File: src/sv/pia_pkg.sv
// ----------------------------------------------------------------------------
// Priority indicator arbiter package
// Item codes, register indexes, item and slot view types, pin mapping.
// ----------------------------------------------------------------------------
`default_nettype none

package pia_pkg;

   // Item kinds on the request channel
   typedef enum logic [1:0] {
      KIND_REQUEST     = 2'd0,
      KIND_RELEASE     = 2'd1,
      KIND_RELEASE_ALL = 2'd2,
      KIND_STEP        = 2'd3
   } kind_type;

   // Configuration register indexes
   localparam int unsigned CSR_INDEX_W = 2;
   localparam logic [CSR_INDEX_W-1:0] CSR_BEEP_ON  = 2'd0;
   localparam logic [CSR_INDEX_W-1:0] CSR_BEEP_GAP = 2'd1;

   localparam logic [15:0] BEEP_TIME_RESET = 16'd100;

   // Buzzer mode codes
   localparam logic [7:0] BUZZER_OFF    = 8'd0;
   localparam logic [7:0] BUZZER_ALWAYS = 8'd255;

   // One request channel item, as held in the input register
   typedef struct packed {
      kind_type    kind;
      logic [1:0]  level;
      logic [7:0]  buzzer_mode;
      logic [2:0]  left_color;
      logic [2:0]  right_color;
      logic [15:0] blink_period;
      logic [15:0] hold_time;
      logic [31:0] now_ms;
   } req_item_type;

   // Winning slot as seen by the pin driver
   typedef struct packed {
      logic        found;
      logic [1:0]  level;
      logic [7:0]  buzzer;
      logic [2:0]  left;
      logic [2:0]  right;
      logic [15:0] blink;
      logic [7:0]  phase;
      logic [31:0] phase_time;
   } slot_view_type;

   // Left side has its red and green pins swapped
   function automatic logic [2:0] left_pin_map(input logic [2:0] color);
      return {color[2], color[0], color[1]};
   endfunction

endpackage

`default_nettype wire

File: src/sv/pia_req_if.sv
// ----------------------------------------------------------------------------
// Request channel
// Valid/ready channel carrying requests, releases and step items.
// ----------------------------------------------------------------------------
`default_nettype none

interface pia_req_if;
   logic        valid;
   logic        ready;
   logic [1:0]  kind;
   logic [1:0]  level;
   logic [7:0]  buzzer_mode;
   logic [2:0]  left_color;
   logic [2:0]  right_color;
   logic [15:0] blink_period;
   logic [15:0] hold_time;
   logic [31:0] now_ms;

   modport source (
      output valid, kind, level, buzzer_mode, left_color, right_color,
             blink_period, hold_time, now_ms,
      input  ready
   );
   modport sink (
      input  valid, kind, level, buzzer_mode, left_color, right_color,
             blink_period, hold_time, now_ms,
      output ready
   );
endinterface

`default_nettype wire

File: src/sv/pia_rsp_if.sv
// ----------------------------------------------------------------------------
// Response channel
// Valid/ready channel carrying the latched buzzer and RGB pin levels.
// ----------------------------------------------------------------------------
`default_nettype none

interface pia_rsp_if;
   logic       valid;
   logic       ready;
   logic       buzzer_drive;
   logic [2:0] left_pins;
   logic [2:0] right_pins;
   logic [1:0] winner_level;

   modport source (
      output valid, buzzer_drive, left_pins, right_pins, winner_level,
      input  ready
   );
   modport sink (
      input  valid, buzzer_drive, left_pins, right_pins, winner_level,
      output ready
   );
endinterface

`default_nettype wire

File: src/sv/pia_csr_if.sv
// ----------------------------------------------------------------------------
// Configuration write channel
// Valid/ready channel carrying a register index and write data.
// ----------------------------------------------------------------------------
`default_nettype none

interface pia_csr_if;
   logic        valid;
   logic        ready;
   logic [1:0]  index;
   logic [15:0] data;

   modport source (
      output valid, index, data,
      input  ready
   );
   modport sink (
      input  valid, index, data,
      output ready
   );
endinterface

`default_nettype wire

File: src/sv/pia_slots.sv
// ----------------------------------------------------------------------------
// Priority indicator slot store
// One request slot per level: request/release handling, hold expiry,
// highest-level selection and the winner's beep phase.
// ----------------------------------------------------------------------------
`default_nettype none

module pia_slots
   import pia_pkg::*;
#(
   parameter int unsigned LEVELS = 4
) (
   input  wire logic          clock,
   input  wire logic          reset,
   input  wire logic          fire,
   input  wire req_item_type  item,
   input  wire logic          advance,
   output slot_view_type      view
);

   localparam int unsigned LVL_W = $clog2(LEVELS);

   logic [LEVELS-1:0] active_ff;
   logic [LEVELS-1:0] active_in;
   logic [15:0]       hold_ff [LEVELS];
   logic [15:0]       hold_in [LEVELS];
   logic [7:0]        buzzer_ff [LEVELS];
   logic [2:0]        left_ff [LEVELS];
   logic [2:0]        right_ff [LEVELS];
   logic [15:0]       blink_ff [LEVELS];
   logic [31:0]       start_ff [LEVELS];
   logic [7:0]        phase_ff [LEVELS];
   logic [31:0]       phase_time_ff [LEVELS];

   logic [LEVELS-1:0] alive;
   logic [LEVELS-1:0] same;
   logic              lvl_ok;
   logic [LVL_W-1:0]  lvl_idx;
   logic [LVL_W-1:0]  win_idx;
   logic              win_found;
   logic              wr_req;
   logic              wr_new;
   logic              renew;
   logic              is_step;

   // Decode the addressed level
   assign lvl_ok  = (item.level != 2'd0) && (32'(item.level) < LEVELS);
   assign lvl_idx = LVL_W'(item.level);
   assign is_step = fire && (item.kind == KIND_STEP);

   // Per-slot expiry and repeated-request match
   always_comb begin
      for (int i = 0; i < LEVELS; i++) begin
         alive[i] = active_ff[i] &&
                    !((hold_ff[i] != 16'd0) &&
                      ((item.now_ms - start_ff[i]) >= {16'd0, hold_ff[i]}));
         same[i]  = (buzzer_ff[i] == item.buzzer_mode) &&
                    (left_ff[i] == item.left_color) &&
                    (right_ff[i] == item.right_color) &&
                    (blink_ff[i] == item.blink_period);
      end
   end

   assign wr_req = fire && (item.kind == KIND_REQUEST) && lvl_ok;
   assign wr_new = wr_req && !(active_ff[lvl_idx] && same[lvl_idx]);
   assign renew  = wr_req && active_ff[lvl_idx] && same[lvl_idx] &&
                   (item.hold_time != 16'd0);

   // Pick the highest live level
   always_comb begin
      win_idx   = '0;
      win_found = 1'b0;
      for (int i = 1; i < LEVELS; i++) begin
         if (alive[i]) begin
            win_idx   = LVL_W'(i);
            win_found = 1'b1;
         end
      end
   end

   // Present the winner
   always_comb begin
      view.found      = win_found;
      view.level      = 2'(win_idx);
      view.buzzer     = buzzer_ff[win_idx];
      view.left       = left_ff[win_idx];
      view.right      = right_ff[win_idx];
      view.blink      = blink_ff[win_idx];
      view.phase      = phase_ff[win_idx];
      view.phase_time = phase_time_ff[win_idx];
   end

   // Next active flags and holds
   always_comb begin
      active_in = active_ff;
      hold_in   = hold_ff;
      if (fire) begin
         case (item.kind)
            KIND_REQUEST: begin
               if (wr_new) begin
                  active_in[lvl_idx] = 1'b1;
               end
               if (wr_new || renew) begin
                  hold_in[lvl_idx] = item.hold_time;
               end
            end
            KIND_RELEASE: begin
               if (lvl_ok) begin
                  active_in[lvl_idx] = 1'b0;
               end
            end
            KIND_RELEASE_ALL: begin
               active_in = '0;
            end
            default: begin
               active_in = alive;
            end
         endcase
      end
   end

   always_ff @(posedge clock) begin
      if (reset) begin
         active_ff <= '0;
         for (int i = 0; i < LEVELS; i++) begin
            hold_ff[i] <= 16'd0;
         end
      end else begin
         active_ff <= active_in;
         hold_ff   <= hold_in;
      end
   end

   // Slot payload: new request, hold renewal, beep phase advance
   always_ff @(posedge clock) begin
      if (wr_new) begin
         buzzer_ff[lvl_idx]     <= item.buzzer_mode;
         left_ff[lvl_idx]       <= item.left_color;
         right_ff[lvl_idx]      <= item.right_color;
         blink_ff[lvl_idx]      <= item.blink_period;
         phase_ff[lvl_idx]      <= 8'd0;
         phase_time_ff[lvl_idx] <= item.now_ms;
      end
      if (wr_new || renew) begin
         start_ff[lvl_idx] <= item.now_ms;
      end
      if (is_step && advance) begin
         phase_ff[win_idx]      <= phase_ff[win_idx] + 8'd1;
         phase_time_ff[win_idx] <= item.now_ms;
      end
   end

endmodule

`default_nettype wire

File: src/sv/pia_drive.sv
// ----------------------------------------------------------------------------
// Priority indicator pin driver
// Shared blink phase, winner's beep sequence and the latched pin levels.
// ----------------------------------------------------------------------------
`default_nettype none

module pia_drive
   import pia_pkg::*;
(
   input  wire logic          clock,
   input  wire logic          reset,
   input  wire logic          fire,
   input  wire req_item_type  item,
   input  wire slot_view_type view,
   input  wire logic [15:0]   beep_on,
   input  wire logic [15:0]   beep_gap,
   output logic               advance,
   output logic               buzzer_drive,
   output logic [2:0]         left_pins,
   output logic [2:0]         right_pins,
   output logic [1:0]         winner_level
);

   logic [31:0] blink_time_ff;
   logic [31:0] blink_time_in;
   logic        blink_on_ff;
   logic        blink_on_in;
   logic        buzzer_ff;
   logic        buzzer_in;
   logic [2:0]  left_ff;
   logic [2:0]  left_in;
   logic [2:0]  right_ff;
   logic [2:0]  right_in;
   logic [1:0]  winner_ff;
   logic [1:0]  winner_in;

   logic        is_step;
   logic        blink_due;
   logic        show;
   logic [7:0]  beep_end;
   logic        beeping;
   logic        sounding;
   logic [15:0] beep_lim;
   logic        phase_due;
   logic        buzz;

   assign is_step = fire && (item.kind == KIND_STEP);

   // Blink half-period check
   assign blink_due = (item.now_ms - blink_time_ff) >= {16'd0, view.blink};

   // Beep sequence: even phases sound, odd phases are gaps
   assign beep_end  = {view.buzzer[6:0], 1'b0};
   assign beeping   = view.phase < beep_end;
   assign sounding  = !view.phase[0];
   assign beep_lim  = sounding ? beep_on : beep_gap;
   assign phase_due = (item.now_ms - view.phase_time) >= {16'd0, beep_lim};

   always_comb begin
      if (view.buzzer == BUZZER_OFF) begin
         buzz = 1'b0;
      end else if (view.buzzer == BUZZER_ALWAYS) begin
         buzz = 1'b1;
      end else begin
         buzz = beeping && sounding;
      end
   end

   assign advance = is_step && view.found && (view.buzzer != BUZZER_OFF) &&
                    (view.buzzer != BUZZER_ALWAYS) && beeping && phase_due;

   // Next blink phase and pin levels
   always_comb begin
      blink_time_in = blink_time_ff;
      blink_on_in   = blink_on_ff;
      buzzer_in     = buzzer_ff;
      left_in       = left_ff;
      right_in      = right_ff;
      winner_in     = winner_ff;
      show          = 1'b1;
      if (is_step) begin
         winner_in = view.level;
         if (!view.found) begin
            blink_on_in   = 1'b1;
            blink_time_in = item.now_ms;
            buzzer_in     = 1'b0;
            left_in       = 3'd0;
            right_in      = 3'd0;
         end else begin
            if (view.blink != 16'd0) begin
               if (blink_due) begin
                  blink_time_in = item.now_ms;
                  blink_on_in   = !blink_on_ff;
               end
               show = blink_on_in;
            end
            buzzer_in = buzz;
            left_in   = show ? left_pin_map(view.left) : 3'd0;
            right_in  = show ? view.right : 3'd0;
         end
      end else if (fire && (item.kind == KIND_RELEASE_ALL)) begin
         buzzer_in = 1'b0;
         left_in   = 3'd0;
         right_in  = 3'd0;
         winner_in = 2'd0;
      end
   end

   always_ff @(posedge clock) begin
      if (reset) begin
         blink_time_ff <= 32'd0;
         blink_on_ff   <= 1'b1;
         buzzer_ff     <= 1'b0;
         left_ff       <= 3'd0;
         right_ff      <= 3'd0;
         winner_ff     <= 2'd0;
      end else begin
         blink_time_ff <= blink_time_in;
         blink_on_ff   <= blink_on_in;
         buzzer_ff     <= buzzer_in;
         left_ff       <= left_in;
         right_ff      <= right_in;
         winner_ff     <= winner_in;
      end
   end

   assign buzzer_drive = buzzer_ff;
   assign left_pins    = left_ff;
   assign right_pins   = right_ff;
   assign winner_level = winner_ff;

endmodule

`default_nettype wire

File: src/sv/priority_indicator_arbiter.sv
// ----------------------------------------------------------------------------
// Priority indicator arbiter
// Arbitrates indicator requests by level and drives buzzer and RGB pins.
// ----------------------------------------------------------------------------
// Usage:
//   req_ch carries one item per handshake: a request, a release of one
//   level, a release of all levels, or a step with the current ms time.
//   rsp_ch returns one item per request item: the latched buzzer level,
//   left/right pin levels and the level that won the last step.
//   csr_ch writes the beep on time and beep gap time and is always ready;
//   it must be written only while the block is idle; the block never checks.
// Timing:
//   An accepted item sits in the input register until the result register
//   is free, is then worked by the slot store and pin driver, and its
//   result is registered in the result register.
//   One item per cycle is sustained while rsp_ready stays high.
// Reset:
//   All slots inactive, holds cleared, pins off, winner 0, blink phase on,
//   beep times 100 ms.
// Stall:
//   With rsp_ready low the result holds; one more item is taken into the
//   input register, after which req_ready drops until the result drains.
// ----------------------------------------------------------------------------
`default_nettype none

module priority_indicator_arbiter
   import pia_pkg::*;
#(
   parameter int unsigned LEVELS = 4
) (
   input  wire logic  clock,
   input  wire logic  reset,
   pia_req_if.sink    req_ch,
   pia_rsp_if.source  rsp_ch,
   pia_csr_if.sink    csr_ch
);

   logic          in_valid_ff;
   logic          in_valid_in;
   req_item_type  item_ff;
   logic          out_valid_ff;
   logic          out_valid_in;
   logic [15:0]   beep_on_ff;
   logic [15:0]   beep_on_in;
   logic [15:0]   beep_gap_ff;
   logic [15:0]   beep_gap_in;

   logic          fire;
   logic          req_take;
   logic          advance;
   slot_view_type view;

   // Work the held item when the result register is free
   assign fire     = in_valid_ff && (!out_valid_ff || rsp_ch.ready);
   assign req_take = req_ch.valid && req_ch.ready;
   assign req_ch.ready = !in_valid_ff || fire;

   assign in_valid_in  = req_take || (in_valid_ff && !fire);
   assign out_valid_in = fire || (out_valid_ff && !rsp_ch.ready);

   always_ff @(posedge clock) begin
      if (reset) begin
         in_valid_ff  <= 1'b0;
         out_valid_ff <= 1'b0;
      end else begin
         in_valid_ff  <= in_valid_in;
         out_valid_ff <= out_valid_in;
      end
   end

   // Capture the incoming item
   always_ff @(posedge clock) begin
      if (req_take) begin
         item_ff.kind         <= kind_type'(req_ch.kind);
         item_ff.level        <= req_ch.level;
         item_ff.buzzer_mode  <= req_ch.buzzer_mode;
         item_ff.left_color   <= req_ch.left_color;
         item_ff.right_color  <= req_ch.right_color;
         item_ff.blink_period <= req_ch.blink_period;
         item_ff.hold_time    <= req_ch.hold_time;
         item_ff.now_ms       <= req_ch.now_ms;
      end
   end

   // Configuration registers
   assign csr_ch.ready = 1'b1;

   always_comb begin
      beep_on_in  = beep_on_ff;
      beep_gap_in = beep_gap_ff;
      if (csr_ch.valid) begin
         unique case (csr_ch.index)
            CSR_BEEP_ON:  beep_on_in  = csr_ch.data;
            CSR_BEEP_GAP: beep_gap_in = csr_ch.data;
            default: ;
         endcase
      end
   end

   always_ff @(posedge clock) begin
      if (reset) begin
         beep_on_ff  <= BEEP_TIME_RESET;
         beep_gap_ff <= BEEP_TIME_RESET;
      end else begin
         beep_on_ff  <= beep_on_in;
         beep_gap_ff <= beep_gap_in;
      end
   end

   pia_slots #(
      .LEVELS (LEVELS)
   ) u_slots (
      .clock   (clock),
      .reset   (reset),
      .fire    (fire),
      .item    (item_ff),
      .advance (advance),
      .view    (view)
   );

   pia_drive u_drive (
      .clock        (clock),
      .reset        (reset),
      .fire         (fire),
      .item         (item_ff),
      .view         (view),
      .beep_on      (beep_on_ff),
      .beep_gap     (beep_gap_ff),
      .advance      (advance),
      .buzzer_drive (rsp_ch.buzzer_drive),
      .left_pins    (rsp_ch.left_pins),
      .right_pins   (rsp_ch.right_pins),
      .winner_level (rsp_ch.winner_level)
   );

   assign rsp_ch.valid = out_valid_ff;

endmodule

`default_nettype wire

File: src/flat_wrapper.sv
// flat-port wrapper written by rule: the top's interface ports become plain ports
module priority_indicator_arbiter_flat import pia_pkg::*;
#(
   parameter int unsigned LEVELS = 4
)
  (clock, reset, req_ch_valid, req_ch_kind, req_ch_level, req_ch_buzzer_mode, req_ch_left_color, req_ch_right_color, req_ch_blink_period, req_ch_hold_time, req_ch_now_ms, req_ch_ready, rsp_ch_valid, rsp_ch_buzzer_drive, rsp_ch_left_pins, rsp_ch_right_pins, rsp_ch_winner_level, rsp_ch_ready, csr_ch_valid, csr_ch_index, csr_ch_data, csr_ch_ready);
  pia_req_if req_ch_i ();
  pia_rsp_if rsp_ch_i ();
  pia_csr_if csr_ch_i ();
  input  wire logic clock;
  input  wire logic reset;
  input wire logic [$bits(req_ch_i.valid)-1:0] req_ch_valid;
  input wire logic [$bits(req_ch_i.kind)-1:0] req_ch_kind;
  input wire logic [$bits(req_ch_i.level)-1:0] req_ch_level;
  input wire logic [$bits(req_ch_i.buzzer_mode)-1:0] req_ch_buzzer_mode;
  input wire logic [$bits(req_ch_i.left_color)-1:0] req_ch_left_color;
  input wire logic [$bits(req_ch_i.right_color)-1:0] req_ch_right_color;
  input wire logic [$bits(req_ch_i.blink_period)-1:0] req_ch_blink_period;
  input wire logic [$bits(req_ch_i.hold_time)-1:0] req_ch_hold_time;
  input wire logic [$bits(req_ch_i.now_ms)-1:0] req_ch_now_ms;
  output wire logic [$bits(req_ch_i.ready)-1:0] req_ch_ready;
  output wire logic [$bits(rsp_ch_i.valid)-1:0] rsp_ch_valid;
  output wire logic [$bits(rsp_ch_i.buzzer_drive)-1:0] rsp_ch_buzzer_drive;
  output wire logic [$bits(rsp_ch_i.left_pins)-1:0] rsp_ch_left_pins;
  output wire logic [$bits(rsp_ch_i.right_pins)-1:0] rsp_ch_right_pins;
  output wire logic [$bits(rsp_ch_i.winner_level)-1:0] rsp_ch_winner_level;
  input wire logic [$bits(rsp_ch_i.ready)-1:0] rsp_ch_ready;
  input wire logic [$bits(csr_ch_i.valid)-1:0] csr_ch_valid;
  input wire logic [$bits(csr_ch_i.index)-1:0] csr_ch_index;
  input wire logic [$bits(csr_ch_i.data)-1:0] csr_ch_data;
  output wire logic [$bits(csr_ch_i.ready)-1:0] csr_ch_ready;
  assign req_ch_i.valid = req_ch_valid;
  assign req_ch_i.kind = req_ch_kind;
  assign req_ch_i.level = req_ch_level;
  assign req_ch_i.buzzer_mode = req_ch_buzzer_mode;
  assign req_ch_i.left_color = req_ch_left_color;
  assign req_ch_i.right_color = req_ch_right_color;
  assign req_ch_i.blink_period = req_ch_blink_period;
  assign req_ch_i.hold_time = req_ch_hold_time;
  assign req_ch_i.now_ms = req_ch_now_ms;
  assign req_ch_ready = req_ch_i.ready;
  assign rsp_ch_valid = rsp_ch_i.valid;
  assign rsp_ch_buzzer_drive = rsp_ch_i.buzzer_drive;
  assign rsp_ch_left_pins = rsp_ch_i.left_pins;
  assign rsp_ch_right_pins = rsp_ch_i.right_pins;
  assign rsp_ch_winner_level = rsp_ch_i.winner_level;
  assign rsp_ch_i.ready = rsp_ch_ready;
  assign csr_ch_i.valid = csr_ch_valid;
  assign csr_ch_i.index = csr_ch_index;
  assign csr_ch_i.data = csr_ch_data;
  assign csr_ch_ready = csr_ch_i.ready;
  priority_indicator_arbiter #(.LEVELS(LEVELS)) u_core (.clock(clock), .reset(reset), .req_ch(req_ch_i), .rsp_ch(rsp_ch_i), .csr_ch(csr_ch_i));
endmodule
File: config.mk
export PLATFORM = sky130hd
export DESIGN_NAME = priority_indicator_arbiter_flat
export DESIGN_NICKNAME = d
export VERILOG_FILES = /design/src/sv/pia_pkg.sv /design/src/sv/pia_req_if.sv /design/src/sv/pia_rsp_if.sv /design/src/sv/pia_csr_if.sv /design/src/sv/pia_slots.sv /design/src/sv/pia_drive.sv /design/src/sv/priority_indicator_arbiter.sv /design/src/flat_wrapper.sv
export SDC_FILE = /design/constraint.sdc
export NUM_CORES = 1
export LEC_CHECK = 0
export BUFFER_PORTS_ARGS = -buffer_cell sky130_fd_sc_hd__buf_2
export CAP_MARGIN = 20
export CORE_UTILIZATION = 65
export DETAILED_ROUTE_END_ITERATION = 6
export PLACE_DENSITY = 0.83
export SLEW_MARGIN = 5
export SYNTH_ARGS = -nofsm -noshare
export SYNTH_HDL_FRONTEND = slang
export SYNTH_SLANG_ARGS = --single-unit
File: constraint.sdc
create_clock -name clock -period 33 [get_ports clock]
set_input_delay 0 -clock clock [delete_from_list [all_inputs] [get_ports clock]]
set_output_delay 0 -clock clock [all_outputs]
set_load 0.05 [all_outputs]
### Word level (Yosys, flattened, before mapping)

Memories as Yosys holds them, arrays and structs flattened.
Index checks and enable logic that the tools add are counted.

* logic and storage cells: 210
* input port bits: 105
* output and inout port bits: 12
* memory bits (writable): 408
* flip-flop bits (word level): 226
* memories kept: 7

Memory list
* u_core.u_slots.phase_time_ff: words 4, width 32, read ports 1, clocked after Yosys merged registers in 0, wr ports 1, line pia_slots.sv:33 `logic [31:0] phase_time_ff [LEVELS];`
* u_core.u_slots.start_ff: words 4, width 32, read ports 4, clocked after Yosys merged registers in 0, wr ports 1, line pia_slots.sv:31 `logic [31:0] start_ff [LEVELS];`
* u_core.u_slots.blink_ff: words 4, width 16, read ports 5, clocked after Yosys merged registers in 0, wr ports 1, line pia_slots.sv:30 `logic [15:0] blink_ff [LEVELS];`
* u_core.u_slots.buzzer_ff: words 4, width 8, read ports 5, clocked after Yosys merged registers in 0, wr ports 1, line pia_slots.sv:27 `logic [7:0] buzzer_ff [LEVELS];`
* u_core.u_slots.phase_ff: words 4, width 8, read ports 1, clocked after Yosys merged registers in 0, wr ports 1, line pia_slots.sv:32 `logic [7:0] phase_ff [LEVELS];`
* u_core.u_slots.left_ff: words 4, width 3, read ports 5, clocked after Yosys merged registers in 0, wr ports 1, line pia_slots.sv:28 `logic [2:0] left_ff [LEVELS];`
* 1 more memories

* reduce and logical (&&, ||, !) cells: 78
* add/sub/neg operators: 7
* bitwise operators: 4
* mux-type cells: 54
* magnitude comparators: 11
* equal/unequal tests: 26

Operator list (number)
* 32-bit by 16-bit greater-or-equal comparator with 1-bit output: 6
* 32-bit subtractor: 6
* 32-bit two-way mux: 4
* 16-bit nonzero test: 6
* 64-bit bitwise mux: 1
* 16-bit == test: 4
* 1-bit logical AND: 42
* 16-bit demux with 2-bit select: 1
* 8-bit == test: 4
* 16-bit two-way mux: 2
* 32-bit OR reduction: 1
* 1-bit two-way mux: 26
* 3-bit == test: 8
* 3-bit two-way mux: 7
* 2-bit two-way mux: 6
* 4-bit one-hot mux with 3 select lines: 1
* 1-bit zero test: 11
* 3-bit AND reduction: 3
* 8-bit by 1-bit adder with 8-bit output (second input constant): 1
* 8-bit == test (second input constant): 1
* 8-bit zero test: 1
* 8-bit less-than comparator: 1
* 4-bit two-way mux: 2
* 8-bit two-way mux: 1
* 20 further kinds: 34

### Logic depth before layout (Yosys ltp)

Gate-level depths: netlist of run 1.
An unclocked memory read counts as a cell.

* depth in word-level cells: 20
* mapped depth: 53
* mapped depth without buffers: 49

### Cells and area by module

A second synthesis of run 1 with hierarchy kept.

* cells, all modules: 4024
* area total of the unflattened synthesis: 38847.3 µm²

By module, submodules not included
* pia_slots: area an instance 28250.8 µm², cells an instance 2901, sequential area each 13613.1 µm², instances 1
* pia_drive: area an instance 6702.7 µm², cells an instance 906, sequential area each 840.8 µm², instances 1
* priority_indicator_arbiter: area an instance 3893.7 µm², cells an instance 217, sequential area each 3143.0 µm², instances 1

### Least setup slack after synthesis of run 1

No wires, ideal clock.

* path kind: register to register
* start: reg u_core.item_ff[1] (netlist name)
* end: mem u_core.u_slots.phase_ff[2][0], enable pin
* slack: 22.171 ns
* arrival: 10.393 ns
* stages on the path, launching flop included: 53
* setup time: 0.436 ns
* path through: edfxtp_1 > inv_1 > fa_1 > nand2b_1 > a21oi_1 > o2111ai_1 > a21boi_1 > o21a_1 > nor2_1 > xnor2_1 > ha_1 > a21o_1 > a21oi_1 > o31ai_1 > a21oi_1 > or4b_1 > a2111oi_0 > nand4_1 > [... 17 more ...] > nand2b_1 > a21o_1 > a21oi_1 > o21bai_1 > a21oi_1 > xnor2_1 > ha_1 > a21oi_1 > o21ai_0 > a2111oi_0 > o211ai_1 > a41oi_1 > nand3_1 > nor3_1 > nand3_1 > or4_1 > buf_2 > a31o_1

* longest elaborated chain between the ends: 19

Ends and longest elaborated chain
* from (decl): line priority_indicator_arbiter.sv:40 `req_item_type item_ff;`
* branches (longest 19 deep; another with 32-bit subtractor)
* to (decl): line pia_slots.sv:32

Several ways; the timed one is not identified.

### Worst setup path in the final report of run 1

* start: reg u_core.item_ff[0] (netlist name)
* end: mem u_core.u_slots.phase_time_ff[2][29], enable pin

* longest elaborated chain between the ends: 19

Ends and longest elaborated chain (line)
* branches (longest 19 deep; another with 32-bit subtractor)
* to (decl): pia_slots.sv:33

Several ways; the timed one is not identified.

==> flow_summary.toml, run 1 <==
[synthesis]
commonest_cells_in_the_netlist = "sky130_fd_sc_hd__edfxtp_1, sky130_fd_sc_hd__a21oi_1, sky130_fd_sc_hd__nand2_1"
ys_top_cells_by_area = "sky130_fd_sc_hd__edfxtp_1, sky130_fd_sc_hd__ha_1, sky130_fd_sc_hd__dfxtp_1"
synth_top_flop_cell = "sky130_fd_sc_hd__edfxtp_1"
post_synth_num_cell_types = 97
synthesized_netlist_cell_count = 3832
cell_area_after_technology_mapping_um2 = 38240
synth-seq-cells = 634
yosys_warnings = 0
register_area_share_after_synthesis_pct = 46.02
synth_top_area_share_pct = 38.48
yosys.area.top_type = "sky130_fd_sc_hd__edfxtp_1"
async_s_r_ff_share_synth_pct = 0
synthMostInstantiatedCell = "sky130_fd_sc_hd__edfxtp_1"
mean_instance_size_in_the_synthesized_netlist_um2 = 9.979
synth_enable_flop_cells = 490

[finish]
finish.net_count = 4538
synthToLayoutAreaGrowth_pct = 13.62
insertedDiodeCount = 0
multiInputGateArea_um2 = 19350
final_layout_size_suffix_gt1_share_pct = 9.254
instances_no_fill = 4958
regArea_um2 = 17600
nFillCells = 3991

[sta]
fin_skew_ns = 0.04187
clock_period_minus_worst_slack_ns = 12.74
worst_slack_ns = 20.26
tightest_slew_ns = 1.212
hold_viol = 0
rsz0062_at_grt = "false"
final-setup-viol-count = 0
max-slew-margin-rel_pct = 18.82
finalHoldWorstSlack_ns = 0.04561
timing.fmax_mhz = 78.49
fin_crit_share_pct = 38.61
setup_total_negative_slack_ns = 0
slew_viol_final = 0

[hold_path]
hold_path.class = "in -> reg"

[clock_tree]
cts_repair_resize_count = 0
cts_made_buffers = 68
cts_clk_pin_slew_worst_paths_ns = 0.06
cts-htree-levels = 3
cts_tree = "built"
clkLatencyLatePin_ns = 0.63
cts_num_sinks = 634
clockRootBuffer = "sky130_fd_sc_hd__clkbuf_16"
postCtsSetupRepairBufs = 0
clock_path_buffers = 3

[route]
detail_route_antenna_nets = 0
drtIter0Drc = 3023
vias = 31490
route.detailed.drc = 0
route.detailed.vias_per_inst = 6.351
detail_route.wirelength_mm = 111.0
drt-wirelength-per-cell_um = 22.38
firstDrtPassIters = 6

[critical_path]
setup.worst_path.end_class = "flop"
worst_ep_arrival_time_ns = 13.07
worstSetupStartpointType = "flop"
crit_fanout = 61
path_common_cell = "sky130_fd_sc_hd__a21oi_1"
timing.critical_path.slowest_cell_delay_ns = 0.70
critPathSlowestCell = "sky130_fd_sc_hd__or4_1"
timing.setup.critical_path_class = "reg -> reg"
critical_path_required_ns = 33.32

[placement]
worst_case_setup_slack_after_placement_ns = 20.52
post_dp_hpwl_mm = 73.34
placed_cells_incl_taps = 4724
globalplace.congestion = 0.9781
port_buffers = 115

[floorplan]
boundaryPins = 117
chipHeight_um = 244.6
die-width_um = 244.6
core_area_um2 = 57920
floorplan.initialDensity_pct = 66.03
rows = 88
design.die.area_um2 = 59800

[power_and_ir_drop]
vdd.ir_drop.worst_v = 0.00004856
total_power_mw = 2.022
total_leakage_power_nw = 17.15
power.density_nw_per_um2 = 46.54

[global_routing]
antenna_found_initial = 2
pin_count_of_the_biggest_net_entering_global_routing = 77
groute.usage.overall_pct = 36.77
vias_in_the_first_global_route = 30650
overflow = 0
grt_pass1_wl_mm = 169.6

[flow_run]
drv_cap = 0

[status]
run_status = "finished clean"
-- critical path: cells and delay by family (launching register included) --
family                   cells  cell delay, ns
AO/OA/AOI/OAI               28            5.77
AND/OR/NAND/NOR             13            2.77
adder cells (fa/ha/maj)      5            1.70
buffers and inverters        3            1.29
flip-flops                   1            0.58
XOR/XNOR                     2            0.28
-- metal layers --
metal | GRT usage [%] | share of wire (%) | vias up
met5 | 0 | 0.0090 | -
met4 | 20.02 | 6.0 | 2
met3 | 5.586 | 7.8 | 347
met2 | 61.47 | 47 | 1530
met1 | 45.87 | 39 | 15020
li1 | - | - | 14590
-- cell usage in the layout, fill, tap and decap left out, drive strengths merged, types with 78 or more instances in the layout --
master	count
nor2	317
ha	289
a21o	81
a21oi	385
edfxtp	490
nand2	338
xor2	93
inv	294
o21ai	143
buf	173
conb	103
xnor2	144
dfxtp	144
nand4	78
dlygate4sd3	108
clkbuf	94
-- metrics by stage --
stage          util [%]  cell area [µm²]
3_5_place_dp      69.08            40010
6_report          75.02            43450
2_1_floorplan         -            38620
4_1_cts           74.98            43430
3_3_place_gp      69.07            40000
5_1_grt           75.02            43450
-- layout make-up --
cell class	count	share of cell area (%)
timing repair buffer	281	4.850
multi-input combinational	2862	44.55
clock buffer	94	4.498
inverter	291	2.514
tap	765	2.203
clock inverter	31	0.8870
sequential	634	40.50
-- state kept, by name, summed over array words and instances, names as in the netlist, 2 cells and up --
name,count
u_core.beep_gap_ff,16
u_core.beep_on_ff,16
u_core.item_ff,82
u_core.u_drive.blink_time_ff,32
u_core.u_drive.left_pins,3
u_core.u_drive.right_pins,3
u_core.u_drive.winner_level,2
u_core.u_slots.active_ff,4
u_core.u_slots.blink_ff,64
u_core.u_slots.buzzer_ff,32
u_core.u_slots.hold_ff,64
u_core.u_slots.left_ff,12
u_core.u_slots.phase_ff,32
u_core.u_slots.phase_time_ff,128
u_core.u_slots.right_ff,12
u_core.u_slots.start_ff,128
-- cells by family after synthesis --
kind of cell / count (synthesis) / synth area share (%)
buffers and inverters: 437 / 4.554
other: 2 / 0.01964
flip-flops: 634 / 46.02
AO/OA/AOI/OAI: 993 / 17.16
multiplexers: 104 / 2.863
XOR/XNOR: 237 / 5.428
AND/OR/NAND/NOR: 1130 / 14.18
adder cells (fa/ha/maj): 295 / 9.770
-- worst paths after layout --
check,from,depth (start not counted),slack [ns],end
setup / recovery,u_core.item_ff[0],51,20.26,u_core.u_slots.phase_time_ff[2][29]
hold / removal,csr_ch_index[0],4,0.05,u_core.beep_on_ff[2]
setup reg to reg,u_core.item_ff[0],51,20.26,u_core.u_slots.phase_time_ff[2][29]
hold reg to reg,u_core.beep_gap_ff[13],2,0.46,u_core.beep_gap_ff[13]
-- what timing repair did --
action	4_1_cts	5_1_grt
hold buffers	108	0
setup endpoints to repair	0	0
hold endpoints to repair	136	0
-- report_power, final --
group / switching [mW] / internal (mW) / leakage [nW] / total [mW]
Combinational: 0.196 / 0.127 / 10.2 / 0.323
Sequential: 0.0164 / 0.879 / 5.76 / 0.896
Clock: 0.336 / 0.468 / 1.14 / 0.804
No activity file was read; power rests on OpenSTA's default activity.
==> run 2, diff against run 1 <==
- ABC_AREA: unset -> 1
- CORE_UTILIZATION: 65 -> 64
- PLACE_DENSITY: 0.83 -> 0.82
- clock period: 33 -> 12 ns (I/O delays scaled with it)
==> run 2 against run 1 <==
Against the previous run:
- count of clock-buffer cells in the layout is 2 lower
- global-route usage is 1.8 points higher
- largest cell class unchanged
- largest power group unchanged
- sequential share of layout area is 1.5 points lower
- combinational power grew to 3.3 times the previous value
- cell count is 24% higher
- highest routed layer unchanged
- routed wire length is 11% higher
==> flow_summary.toml, run 2 <==
[clock_tree]
cts_tree = "built"
postCtsSetupRepairBufs = 0
cts_clk_pin_slew_worst_paths_ns = 0.06
clock_path_buffers = 3
cts_num_sinks = 634
cts_made_buffers = 69
clockRootBuffer = "sky130_fd_sc_hd__clkbuf_16"
clkLatencyLatePin_ns = 0.65
cts-htree-levels = 3

[global_routing]
groute.usage.overall_pct = 38.62
grt_pass1_wl_mm = 186.5
pin_count_of_the_biggest_net_entering_global_routing = 78
antenna_found_initial = 6
overflow = 0
vias_in_the_first_global_route = 33100

[route]
drt-wirelength-per-cell_um = 20.07
detail_route_antenna_nets = 0
route.detailed.drc = 0
firstDrtPassIters = 6
detail_route.wirelength_mm = 123.0
route.detailed.vias_per_inst = 5.786
drtIter0Drc = 4023
vias = 35460

[sta]
max-slew-margin-rel_pct = 29.62
timing.fmax_mhz = 92.93
clock_period_minus_worst_slack_ns = 10.76
final-setup-viol-count = 0
fin_skew_ns = 0.04427
slew_viol_final = 0
worst_slack_ns = 1.239
setup_total_negative_slack_ns = 0
fin_crit_share_pct = 89.68
tightest_slew_ns = 1.053
hold_viol = 0
rsz0062_at_grt = "false"

[placement]
port_buffers = 115
globalplace.congestion = 1.001
worst_case_setup_slack_after_placement_ns = 1.463
post_place_instance_area_um2 = 41620
post_dp_hpwl_mm = 88.50

[critical_path]
critPathBufInv = 5
timing.setup.critical_path_class = "reg -> reg"
worst_r2r_path_depth = 56
worst_ep_arrival_time_ns = 11.03
setup.worst_path.end_class = "flop"
worstSetupPathDepth = 56
cp_top_family = "simple AND/OR/NAND/NOR gates"
critical_path_required_ns = 12.27
timing.critical_path.slowest_cell_delay_ns = 0.65
crit_fanout = 58
critPathSlowestCell = "sky130_fd_sc_hd__buf_4"
path_common_cell = "sky130_fd_sc_hd__nand2_1"
worstSetupStartpointType = "flop"

[floorplan]
design.die.area_um2 = 62980
core_area_um2 = 60810
rows = 90
chipHeight_um = 251.0
die-width_um = 251.0
boundaryPins = 117
floorplan.initialDensity_pct = 65.23

[synthesis]
synth_top_flop_cell = "sky130_fd_sc_hd__edfxtp_1"
cell_area_after_technology_mapping_um2 = 39660
synthMostInstantiatedCell = "sky130_fd_sc_hd__nand2_1"
synthesized_netlist_cell_count = 4929
post_synth_num_cell_types = 63
synth-seq-cells = 634
mean_instance_size_in_the_synthesized_netlist_um2 = 8.047
yosys.area.top_type = "sky130_fd_sc_hd__edfxtp_1"
synth_enable_flop_cells = 490
yosys_warnings = 0
ys_top_cells_by_area = "sky130_fd_sc_hd__edfxtp_1, sky130_fd_sc_hd__nand2_1, sky130_fd_sc_hd__ha_1"
async_s_r_ff_share_synth_pct = 0
synth_top_area_share_pct = 37.10
register_area_share_after_synthesis_pct = 44.36
commonest_cells_in_the_netlist = "sky130_fd_sc_hd__nand2_1, sky130_fd_sc_hd__inv_1, sky130_fd_sc_hd__edfxtp_1"

[power_and_ir_drop]
vdd.ir_drop.worst_v = 0.0001541
total_leakage_power_nw = 21.04
power.density_nw_per_um2 = 130.0
total_power_mw = 5.873

[hold_path]
hold_path.class = "in -> reg"
holdPathStages = 2

[flow_run]
drv_cap = 0

[finish]
post-route-cell-area_um2 = 45180
finish.net_count = 5691
insertedDiodeCount = 0
layout.cells.most_common_list = "sky130_fd_sc_hd__nand2_1, sky130_fd_sc_hd__inv_1, sky130_fd_sc_hd__edfxtp_1, sky130_fd_sc_hd__nor2_1, sky130_fd_sc_hd__a21oi_1"
final_layout_size_suffix_gt1_share_pct = 6.452
layout_commonest_cell = "sky130_fd_sc_hd__nand2_1"
nFillCells = 4643
synthToLayoutAreaGrowth_pct = 13.90
largestRegisters = "u_core.u_slots.phase_time_ff: 128 flops, u_core.u_slots.start_ff: 128 flops, u_core.item_ff: 82 flops"

[status]
run_status = "finished clean"
run 2: cell count changes in the layout (fill, tap and decap cells not counted), moves of 58 or more:
cell | before | now
sky130_fd_sc_hd__inv_1 | 290 | 820
sky130_fd_sc_hd__nand2_1 | 337 | 1286
sky130_fd_sc_hd__a21o_1 | 81 | 10
sky130_fd_sc_hd__xnor2_1 | 144 | 68
sky130_fd_sc_hd__o21ai_0 | 134 | 219
sky130_fd_sc_hd__nand3_1 | 70 | 190
sky130_fd_sc_hd__mux2i_1 | 73 | 15
sky130_fd_sc_hd__a21oi_1 | 377 | 299
sky130_fd_sc_hd__nor2_1 | 315 | 466
run 2: final cells by class:
type                            count  area [µm²]  area share [%]
Tap cell                          782       978.4           2.166
Clock buffer                       92        1968           4.357
Timing Repair Buffer              282        2095           4.636
Inverter                          833        3128           6.924
Sequential cell                   634       17600           38.95
Multi-Input combinational cell   3471       18880           41.80
Clock inverter                     35       525.5           1.163
run 2: kinds of logic after synthesis:
logic type | share of synthesized area, %
AO/OA/AOI/OAI | 10.61
other | 0.01893
adder cells (fa/ha/maj) | 9.419
XOR/XNOR | 3.732
AND/OR/NAND/NOR | 22.37
buffers and inverters | 9.107
multiplexers | 0.3785
flip-flops | 44.36
run 2: layer usage:
| metal | share of wire [%] | GRT usage [%] |
|---|---|---|
| met1 | 40 | 51.15 |
| met2 | 45 | 61.03 |
| met3 | 9.7 | 7.807 |
| met4 | 5.0 | 18.15 |
| met5 | 0.033 | 0 |
run 2: final timing paths:
check,startpoint,endpoint,slack [ns]
worst max-delay path,u_core.item_ff[0],u_core.u_slots.phase_ff[2][5],1.24
worst min-delay path,req_ch_blink_period[7],u_core.item_ff[55],0.06
worst min register to register,u_core.u_slots.hold_ff[56],u_core.u_slots.hold_ff[56],0.46
worst max register to register,u_core.item_ff[0],u_core.u_slots.phase_ff[2][5],1.24
run 2: stage by stage:
stage               instances  hold WS, ns  util, %
global route             6129      0.05368    74.29
global placement         5896       0.1763    68.45
floorplan                5030      0.09887        -
CTS                      6129      0.03142    74.29
finish                   6129      0.05623    74.29
detailed placement       5896       0.1782    68.45
run 2: what timing repair did:
item | CTS | global route
endpoints found under the hold margin | 144 | 0
resized for setup | 0 | 0
hold buffers | 106 | 0
run 2: where the power goes:
group | switching [mW] | leakage [nW] | total, mW | internal, mW
logic | 0.667 | 14.1 | 1.05 | 0.385
registers | 0.0631 | 5.76 | 2.49 | 2.43
clock network | 0.941 | 1.19 | 2.33 | 1.39
total | 1.67 | 21.0 | 5.87 | 4.20
